[src/rtl/ter_pkg.sv]
package ter_pkg;

    // fixed point format of the vertex coordinates
    localparam int SCREEN_BITS = 12;
    localparam int FRAC_BITS   = 4;
    localparam int VTX_BITS    = SCREEN_BITS + FRAC_BITS;

    // signed widths of the edge arithmetic
    localparam int DIFF_BITS   = VTX_BITS + 1;
    localparam int PROD_BITS   = 2 * DIFF_BITS;
    localparam int CROSS_BITS  = PROD_BITS + 1;

    // sub-pixel offset of the pixel centre sample
    localparam logic [FRAC_BITS-1:0] HALF_SAMPLE = FRAC_BITS'(1 << (FRAC_BITS - 1));

    typedef enum logic {
        MODE_LOAD = 1'b0,
        MODE_STEP = 1'b1
    } mode_t;

    typedef enum logic [1:0] {
        ST_IDLE,
        ST_MUL,
        ST_CMP
    } state_t;

    // commands from the controller to the datapath
    typedef struct packed {
        logic load;
        logic mul;
        logic emit;
    } ter_cmd_t;

    // status from the datapath to the controller
    typedef struct packed {
        logic scanning;
    } ter_status_t;

    function automatic logic [VTX_BITS-1:0] min3(
        input logic [VTX_BITS-1:0] a,
        input logic [VTX_BITS-1:0] b,
        input logic [VTX_BITS-1:0] c
    );
        logic [VTX_BITS-1:0] m;
        m = (a < b) ? a : b;
        return (m < c) ? m : c;
    endfunction

    function automatic logic [VTX_BITS-1:0] max3(
        input logic [VTX_BITS-1:0] a,
        input logic [VTX_BITS-1:0] b,
        input logic [VTX_BITS-1:0] c
    );
        logic [VTX_BITS-1:0] m;
        m = (a > b) ? a : b;
        return (m > c) ? m : c;
    endfunction

endpackage

[src/rtl/ter_ctrl.sv]
module ter_ctrl (
    input  logic                 clk,
    input  logic                 rst_n,
    input  logic                 start,
    input  logic                 mode,
    input  ter_pkg::ter_status_t status,
    output ter_pkg::ter_cmd_t    cmd,
    output logic                 busy
);
    import ter_pkg::*;

    state_t state_reg;
    state_t state_next;

    // state register
    always_ff @(posedge clk or negedge rst_n)
    begin
        if (!rst_n)
        begin
            state_reg <= ST_IDLE;
        end
        else
        begin
            state_reg <= state_next;
        end
    end

    // next state and datapath commands
    always_comb
    begin
        state_next = state_reg;
        cmd        = '0;
        unique case (state_reg)
            ST_IDLE:
            begin
                if (start)
                begin
                    if (mode == MODE_LOAD)
                    begin
                        cmd.load = 1'b1;
                    end
                    else if (status.scanning)
                    begin
                        state_next = ST_MUL;
                    end
                end
            end
            ST_MUL:
            begin
                cmd.mul    = 1'b1;
                state_next = ST_CMP;
            end
            ST_CMP:
            begin
                cmd.emit   = 1'b1;
                state_next = ST_IDLE;
            end
            default:
            begin
                state_next = ST_IDLE;
            end
        endcase
    end

    assign busy = (state_reg != ST_IDLE);

endmodule

[config.mk]
export PLATFORM = sky130hd
export DESIGN_NAME = ter_ctrl
export DESIGN_NICKNAME = d
export VERILOG_FILES = /design/src/rtl/ter_pkg.sv /design/src/rtl/ter_ctrl.sv
export SDC_FILE = /design/constraint.sdc
export NUM_CORES = 1
export LEC_CHECK = 0
export ABC_AREA = 1
export BUFFER_PORTS_ARGS = -buffer_cell sky130_fd_sc_hd__buf_2
export CORE_AREA = 2 2 39 41
export DETAILED_ROUTE_END_ITERATION = 8
export DIE_AREA = 0 0 41 43
export PLACE_DENSITY_LB_ADDON = 0.1
export REMOVE_ABC_BUFFERS = 1
export SLEW_MARGIN = 20
export SYNTH_ARGS = -nofsm -noshare
export SYNTH_HDL_FRONTEND = slang
export SYNTH_SLANG_ARGS = --single-unit
[constraint.sdc]
create_clock -name clk -period 1 [get_ports clk]
set_clock_uncertainty 0.2 [all_clocks]
set_input_delay 0.15 -clock clk [delete_from_list [all_inputs] [get_ports clk]]
set_output_delay 0.15 -clock clk [all_outputs]
set_load 0.02 [all_outputs]
==> metrics.yaml, run 1 <==
synthesis:
  syn_area_um2: 105
  synth_top_area_frac: 0.476
  syn_inst: 14
  avgSynthCellArea_um2: 7.51
  ys_ff_latch: 2
  yosys-top-cells-area: "dfrtp_1 48%, nor2_1 14%, buf_4 7.1%, inv_2 7.1%, nand2_2 6.0%"
  synth_top_area_cell: "dfrtp_1"
  synth_cell_types: 9
  ys_warn_count: 0
  seq_area_frac_synth: 0.476
cells_and_area:
  area_growth_pct: 95.2
  drive_above_1_share: 0.615
  antenna_cells: 0
  final_nets: 33
  fillers: 162
  largest_reg_flops: 2
  fin_cells: 42
run_status:
  outcome: "finished, violations left"
  violations: "negative hold slack, negative setup slack"
place:
  numPortBuffers: 8
  dp_hpwl_um: 213
  pre_cts_slack_ns: -0.101
  place_inst: 38
  gp_congestion: 0.514
floorplan:
  die_w_um: 41
  start_util: 0.0759
  ioPinCount: 9
  dieArea_mm2: 0.00176
  core_mm2: 0.00138
  row_count: 14
  dieHeight_um: 43
clock_network:
  root_buffer: "clkbuf_4"
  cts_hold_buffers: 1
  cts_setup_buffers: 0
  cts_tree: "built"
  clock_latency_ns: 0.22
  cts_max_path_buffers: 2
  cts_sinks: 2
  cts_inserted_buffers: 3
  htree_levels: 1
  path_clk_slew_ns: 0.03
worst_setup_path:
  endpoint_kind: "output port"
  slowest_delay_ns: 0.39
  cp_cell_sequence: "inv_2 -> nand2_2 -> nor2_1 -> buf_4"
  start_kind: "flop"
  path_max_fanout: 3
  slowest_stage: "dfrtp_1"
  required_ns: 0.65
  crit_type: "flop to output port"
  arrival_ns: 0.98
detailed_routing:
  wl_per_cell_um: 6.43
  wirelength_um: 270
  first_pass_iters: 2
  dr_total_vias: 128
  ant_nets: 0
  drc: 0
  initialDrtViolationCount: 3
  viasPerCell: 3.05
sta:
  period_needed_ns: 1.33
  finalMaxSlewViolations: 0
  min_period_over_period: 1.33
  setup_viol: 4
  holdWs_ns: -0.0161
  clock.fmax_ghz: 0.753
  grt_setup_unrepaired: "true"
  final_hold_viol_count: 1
  fin_ws_ns: -0.327
  relSlewSlack: 0.929
  worst_slew_pin_slew_ns: 0.107
grt:
  grt.overflow.total: 0
  grt_max_degree: 4
  grt_pass1_wl_um: 462
  grt.total_usage: 0.0482
  first_global_vias: 139
  antenna_found_initial: 0
power:
  pwr_density_cell_mw_per_mm2: 1550
  leakage_nw: 0.119
  ir_worst_vdd_mv: 0.258
flow_run:
  cap_viol_max_count: 0
worst_hold_path:
  hold_class: "input port to flop"
logic make-up (layout without fill, tap and decap cells):
group | count (synthesis) | in the layout | synth area share
buffers and inverters | 4 | 16 | 0.179
and+or+nand+nor | 8 | 8 | 0.345
DFF | 2 | 2 | 0.476
worst max-delay path: cells and delay by family, from the launching register on:
kind	cells	cell delay, ns
buffers and inverters	2	0.21
DFF	1	0.39
and+or+nand+nor	2	0.15
what timing repair did:
item,4_1_cts,5_1_grt
setup endpoints to repair,4,4
pin swaps,1,1
resized for setup,3,0
hold endpoints to repair,3,1
area by class of cell:
type	count	area, um2	area share
clock buffer	3	22.5	0.110
multi-input combinational	8	36.3	0.177
sequential	2	50.0	0.244
inverter	3	11.3	0.0549
tap	16	20.0	0.0976
timing repair buffer	10	65.1	0.317
cell usage in the layout, fill, tap and decap left out:
master,n
nand3_1,1
buf_4,4
clkbuf_4,3
nand2_2,1
dfrtp_1,2
nor2_1,4
nand2_1,1
inv_2,2
inv_1,1
nor2_2,1
buf_2,5
dlygate4sd3_1,1
metrics by stage:
step                      total power, W  hold slack [ns]  instance area, um2  setup TNS [ns]  utilization
after floorplan                 0.000112           -0.346                97.6          -0.269            -
after global placement          0.000134           -0.263                 165          -0.233        0.119
after detailed placement        0.000135           -0.264                 165          -0.223        0.119
after CTS                       0.000329          -0.0211                 205           -1.17        0.148
after global routing            0.000343         -0.00381                 205           -1.33        0.148
final                           0.000319          -0.0161                 205           -1.12        0.148
routing by layer:
metal	track usage	vias up	routed length, um
li1	-	63	-
met1	0.0418	58	111
met2	0.0531	7	137
met3	0.0314	0	21
met4	0.0800	0	0
met5	0	-	0
cell usage after synthesis:
library cell	count
buf_4	1
nand2_2	1
nor2_2	1
inv_2	2
dfrtp_1	2
nand3_1	1
nor2_1	4
nand2_1	1
inv_1	1
where the power goes:
| group | switching (W) | internal (W) |
|---|---|---|
| Clock | 0.0000472 | 0.000133 |
| Sequential | 0.00000242 | 0.0000848 |
| Combinational | 0.0000282 | 0.0000239 |
final timing paths:
| check | end | slack (ns) | depth (start not counted) | startpoint |
|---|---|---|---|---|
| setup reg to reg | state_reg[0] | 0.11 | 3 | state_reg[1] |
| setup / recovery | cmd[2] | -0.33 | 4 | state_reg[1] |
| max in group asynchronous | state_reg[0] | 0.47 | 2 | rst_n |
| hold / removal | state_reg[0] | -0.02 | 3 | status |
| hold reg to reg | state_reg[1] | 0.26 | 1 | state_reg[1] |
| min in group asynchronous | state_reg[1] | 0.04 | 2 | rst_n |
(Power assumes the default switching activity.)
==> run 2, diff against run 1 <==
==> constraint.sdc (replaced) <==
create_clock -name clk -period 1.3 [get_ports clk]
set_clock_uncertainty 0.2 [all_clocks]
set_input_delay 0.195 -clock clk [delete_from_list [all_inputs] [get_ports clk]]
set_output_delay 0.195 -clock clk [all_outputs]
set_load 0.02 [all_outputs]
==> run 2 against run 1 <==
The run ends with negative setup slack left. Die area stayed put. Via count decreased by 2.3%. First-iteration DRC count down 100%. Largest power group unchanged. Critical path type unchanged. Setup slack gained 0.26 ns. Utilization is 1.7 points higher. Non-clock buffer count grew 1. Sequential power shrank 23%. Clock power fell by 25%. Critical path depth unchanged. Combinational power fell by 8.3%. Cell count rose by 2.4%.
==> metrics.yaml, run 2 (synthesized netlist as in run 1, its figures left out) <==
run_status:
  outcome: "finished, violations left"
  violations: "negative setup slack"
power:
  ir_worst_vdd_mv: 0.179
  p_comb_frac: 0.192
  pwr_density_cell_mw_per_mm2: 1090
  switching_share: 0.240
  p_seq_frac: 0.269
  leakage_nw: 0.127
  total_power_w: 0.000249
  p_clk_frac: 0.539
  power.switching_w: 0.0000599
  cellInternalPower_w: 0.000189
detailed_routing:
  viasPerCell: 2.91
  wl_per_cell_um: 6.42
  wirelength_um: 276
  drc: 0
  ant_nets: 0
  dr_total_vias: 125
  initialDrtViolationCount: 0
  first_pass_iters: 1
sta:
  worst_slew_pin_slew_ns: 0.108
  grt_setup_unrepaired: "true"
  relSlewSlack: 0.928
  clock.fmax_ghz: 0.732
  period_needed_ns: 1.37
  fin_ws_ns: -0.0661
  final_hold_viol_count: 0
  finalMaxSlewViolations: 0
  min_period_over_period: 1.05
  setup_viol: 2
floorplan:
  die_w_um: 41
  dieArea_mm2: 0.00176
  dieHeight_um: 43
  core_mm2: 0.00138
  start_util: 0.0759
  ioPinCount: 9
  row_count: 14
clock_network:
  htree_levels: 1
  cts_tree: "built"
  clock_latency_ns: 0.22
  cts_sinks: 2
  root_buffer: "clkbuf_4"
  cts_max_path_buffers: 2
  path_clk_slew_ns: 0.03
  cts_inserted_buffers: 3
place:
  dp_hpwl_um: 203
  gp_congestion: 0.527
  numPortBuffers: 8
worst_setup_path:
  start_kind: "flop"
  cp_cell_sequence: "inv_2 -> nand2_4 -> nor2_4 -> buf_6"
  endpoint_kind: "output port"
  required_ns: 0.90
  path_delay_family: "flip-flops"
  slowest_delay_ns: 0.39
  crit_buf_inv: 2
  path_max_fanout: 3
  slowest_stage: "dfrtp_1"
  crit_type: "flop to output port"
  arrival_ns: 0.97
grt:
  grt_max_degree: 4
  grt.overflow.total: 0
  antenna_found_initial: 0
  grt.total_usage: 0.0482
  grt_pass1_wl_um: 448
  first_global_vias: 115
cells_and_area:
  layout_commonest_cell: "buf_2"
  drive_above_1_share: 0.667
  layout_common_cells: "5 x buf_2, 4 x buf_4, 3 x nor2_1, 3 x clkbuf_4"
  largest_reg_flops: 2
  final_nets: 34
  utilization: 0.165
  antenna_cells: 0
  area_growth_pct: 118
  fillers: 159
worst_hold_path:
  hold_class: "input port to flop"
flow_run:
  cap_viol_max_count: 0
[run 2: final cells by class]
cell class / instances / area [um2] / area share
Tap cell: 16 / 20.0 / 0.0874
Sequential cell: 2 / 50.0 / 0.219
Timing Repair Buffer: 11 / 76.3 / 0.333
Multi-Input combinational cell: 8 / 48.8 / 0.213
Inverter: 3 / 11.3 / 0.0492
Clock buffer: 3 / 22.5 / 0.0984
[run 2: power by group through the flow]
| stage | registers [W] | logic, W | clock network [W] |
|---|---|---|---|
| final | 0.0000671 | 0.0000478 | 0.000135 |
| after global routing | 0.0000676 | 0.0000520 | 0.000151 |
| after CTS | 0.0000670 | 0.0000375 | 0.000146 |
| after detailed placement | 0.0000677 | 0.0000339 | 0 |
| after global placement | 0.0000679 | 0.0000335 | 0 |
| after floorplan | 0.0000676 | 0.0000187 | 0 |
[run 2: worst min-delay path, delay by kind of cell]
kind                   cells  cell delay, ns
buffers and inverters      1            0.09
and+or+nand+nor            2            0.11
[run 2: routing by layer]
| layer | wire [um] | part of all wire | global-route usage | up-vias |
|---|---|---|---|---|
| met5 | 0 | 0 | 0 | - |
| met1 | 116 | 0.42 | 0.0547 | 53 |
| met4 | 0 | 0 | 0.0800 | 0 |
| met3 | 28 | 0.10 | 0.0471 | 0 |
| met2 | 131 | 0.47 | 0.0313 | 7 |
| li1 | - | - | - | 65 |
[run 2: worst paths after layout]
path / from / end / slack (ns) / cells after the start
setup / recovery: state_reg[1] / cmd[2] / -0.07 / 4
hold / removal: status / state_reg[0] / 0.02 / 3
setup reg to reg: state_reg[1] / state_reg[0] / 0.40 / 3
hold reg to reg: state_reg[1] / state_reg[1] / 0.35 / 2
max in group asynchronous: rst_n / state_reg[1] / 0.72 / 2
min in group asynchronous: rst_n / state_reg[0] / 0.09 / 2
[run 2: what timing repair did]
item,4_1_cts,5_1_grt
setup endpoints to repair,2,4
buffers inserted,0,2
hold buffers,1,0
pin swaps,0,1
endpoints found under the hold margin,2,0
resized for setup,1,6
[run 2: stage by stage]
stage          worst slack [ns]  cell area (um2)  hold WS (ns)  instances  TNS, ns
2_1_floorplan            0.0504             97.6        -0.301         13        0
3_3_place_gp              0.139              158        -0.219         37        0
3_5_place_dp              0.152              158        -0.219         37        0
4_1_cts                 -0.0810              193        0.0109         41  -0.0929
5_1_grt                  -0.124              229        0.0318         43   -0.255
6_report                -0.0661              229        0.0175         43  -0.0723
==> run 3, diff against run 2 <==
==> constraint.sdc (replaced) <==
create_clock -name clk -period 1.6 [get_ports clk]
set_clock_uncertainty 0.2 [all_clocks]
set_input_delay 0.24 -clock clk [delete_from_list [all_inputs] [get_ports clk]]
set_output_delay 0.24 -clock clk [all_outputs]
set_load 0.02 [all_outputs]
==> run 3 against run 2 <==
The run now ends clean. Sequential share of layout area increased by 4.5 points. Clock power is 19% lower. Utilization decreased by 2.8 points. Hold slack improved by 0.047 ns. Global-route usage unchanged. Non-clock buffer count decreased by 2.
==> metrics.yaml, run 3 (synthesized netlist as in run 1, its figures left out) <==
run_status:
  outcome: "finished, final reports clean"
detailed_routing:
  met2_length_um: 118
  dr_wl_met3_um: 29
  m1WireLength_um: 105
  viasPerCell: 2.83
  topRoutingLayerUsed: "met3"
  first_pass_iters: 1
  dr_total_vias: 116
  wirelength_um: 252
  wl_per_cell_um: 6.15
  ant_nets: 0
  initialDrtViolationCount: 0
  drc: 0
cells_and_area:
  final_nets: 32
  antenna_cells: 0
  layout_commonest_cell: "buf_2"
  largest_reg_flops: 2
  layout_common_cells: "8 x buf_2, 4 x nor2_1, 3 x clkbuf_4, 2 x inv_2, 2 x dfrtp_1"
  drive_above_1_share: 0.600
  final_cell_area_um2: 190
  area_growth_pct: 81.0
floorplan:
  ioPinCount: 9
  dieHeight_um: 43
  dieArea_mm2: 0.00176
  row_count: 14
  die_w_um: 41
  start_util: 0.0759
  core_mm2: 0.00138
worst_setup_path:
  required_ns: 1.16
  reg2reg_depth: 3
  rrSetupSlack_ns: 0.72
  start_kind: "flop"
  endpoint: "cmd[2]"
  slowest_delay_ns: 0.39
  cp_cell_sequence: "inv_2 -> nand2_2 -> nor2_1 -> buf_2"
  endpoint_kind: "output port"
  r2r-end: "state_reg[0]"
  cp.depth: 4
  crit_type: "flop to output port"
  path_delay_family: "flip-flops"
  crit_buf_inv: 2
  path_max_fanout: 3
  crit_start: "state_reg[1]"
  r2r-start: "state_reg[1]"
  slowest_stage: "dfrtp_1"
  arrival_ns: 0.98
place:
  gp_congestion: 0.527
  numPortBuffers: 8
  pre_cts_slack_ns: 0.407
  dp_hpwl_um: 203
  place_area_um2: 158
sta:
  worst_slew_pin_slew_ns: 0.109
  fin_ws_ns: 0.181
  clock.fmax_ghz: 0.705
  finalMaxSlewViolations: 0
  final_hold_viol_count: 0
  min_period_over_period: 0.887
  finalSetupTns_ns: 0
  period_needed_ns: 1.42
  relSlewSlack: 0.927
  grt_setup_unrepaired: "false"
  setup_viol: 0
grt:
  grt_pass1_wl_um: 448
  antenna_found_initial: 0
  grt_max_degree: 4
  grt.overflow.total: 0
  first_global_vias: 115
  grt.total_usage: 0.0482
clock_network:
  cts_setup_buffers: 0
  cts_inserted_buffers: 3
  cts_tree: "built"
  clock_latency_ns: 0.22
  cts_sinks: 2
  root_buffer: "clkbuf_4"
  htree_levels: 1
  cts_max_path_buffers: 2
  path_clk_slew_ns: 0.03
power:
  pwr_density_cell_mw_per_mm2: 1010
  leakage_nw: 0.114
  ir_worst_vdd_mv: 0.132
  total_power_w: 0.000193
flow_run:
  cap_viol_max_count: 0
worst_hold_path:
  hold_class: "input port to flop"
  min_from: "status"
-- run 3: changes by cell type in the layout (fill, tap and decap cells not counted), sizes merged --
cell and delta:
buf -2
-- run 3: power breakdown --
group	switching [W]	internal [W]	leakage [nW]
clock network	0.0000267	0.0000826	0.0138
registers	0.00000148	0.0000530	0.0271
logic	0.0000170	0.0000118	0.0732
total	0.0000452	0.000147	0.114
-- run 3: worst min path at each step --
stage                        end  slack [ns]  cells past startpoint
floorplan           state_reg[0]       -0.26                      0
global placement    state_reg[1]       -0.17                      1
detailed placement  state_reg[1]       -0.17                      1
CTS                 state_reg[0]        0.06                      3
global route        state_reg[0]        0.08                      3
finish              state_reg[0]        0.06                      3
-- run 3: per-stage QoR --
stage                     cells  hold WS (ns)  utilization
after global routing         41        0.0770        0.137
final                        41        0.0640        0.137
after CTS                    41        0.0559        0.137
after global placement       37        -0.174        0.114
after floorplan              13        -0.256            -
after detailed placement     37        -0.174        0.114
-- run 3: area by class of cell --
cell class	instances	area [um2]
Clock buffer	3	22.5
Fill cell	161	1190
Inverter	3	11.3
Multi-Input combinational cell	8	36.3
Sequential cell	2	50.0
Tap cell	16	20.0
Timing Repair Buffer	9	50.0
-- run 3: worst register-to-register path: cells and delay by family, from the launching register on --
family	cells	cell delay [ns]
flip-flops	1	0.39
AND/OR/NAND/NOR	2	0.16
buffers and inverters	1	0.07
-- run 3: what timing repair did --
action / 4_1_cts / 5_1_grt
gates resized for setup: 0 / 0
hold buffers: 1 / 0
hold endpoints to repair: 2 / 0
-- run 3: routing by layer --
metal,up-vias,global-route usage
met5,-,0
met4,0,0.0800
met3,0,0.0471
met2,7,0.0313
met1,47,0.0547
li1,62,-
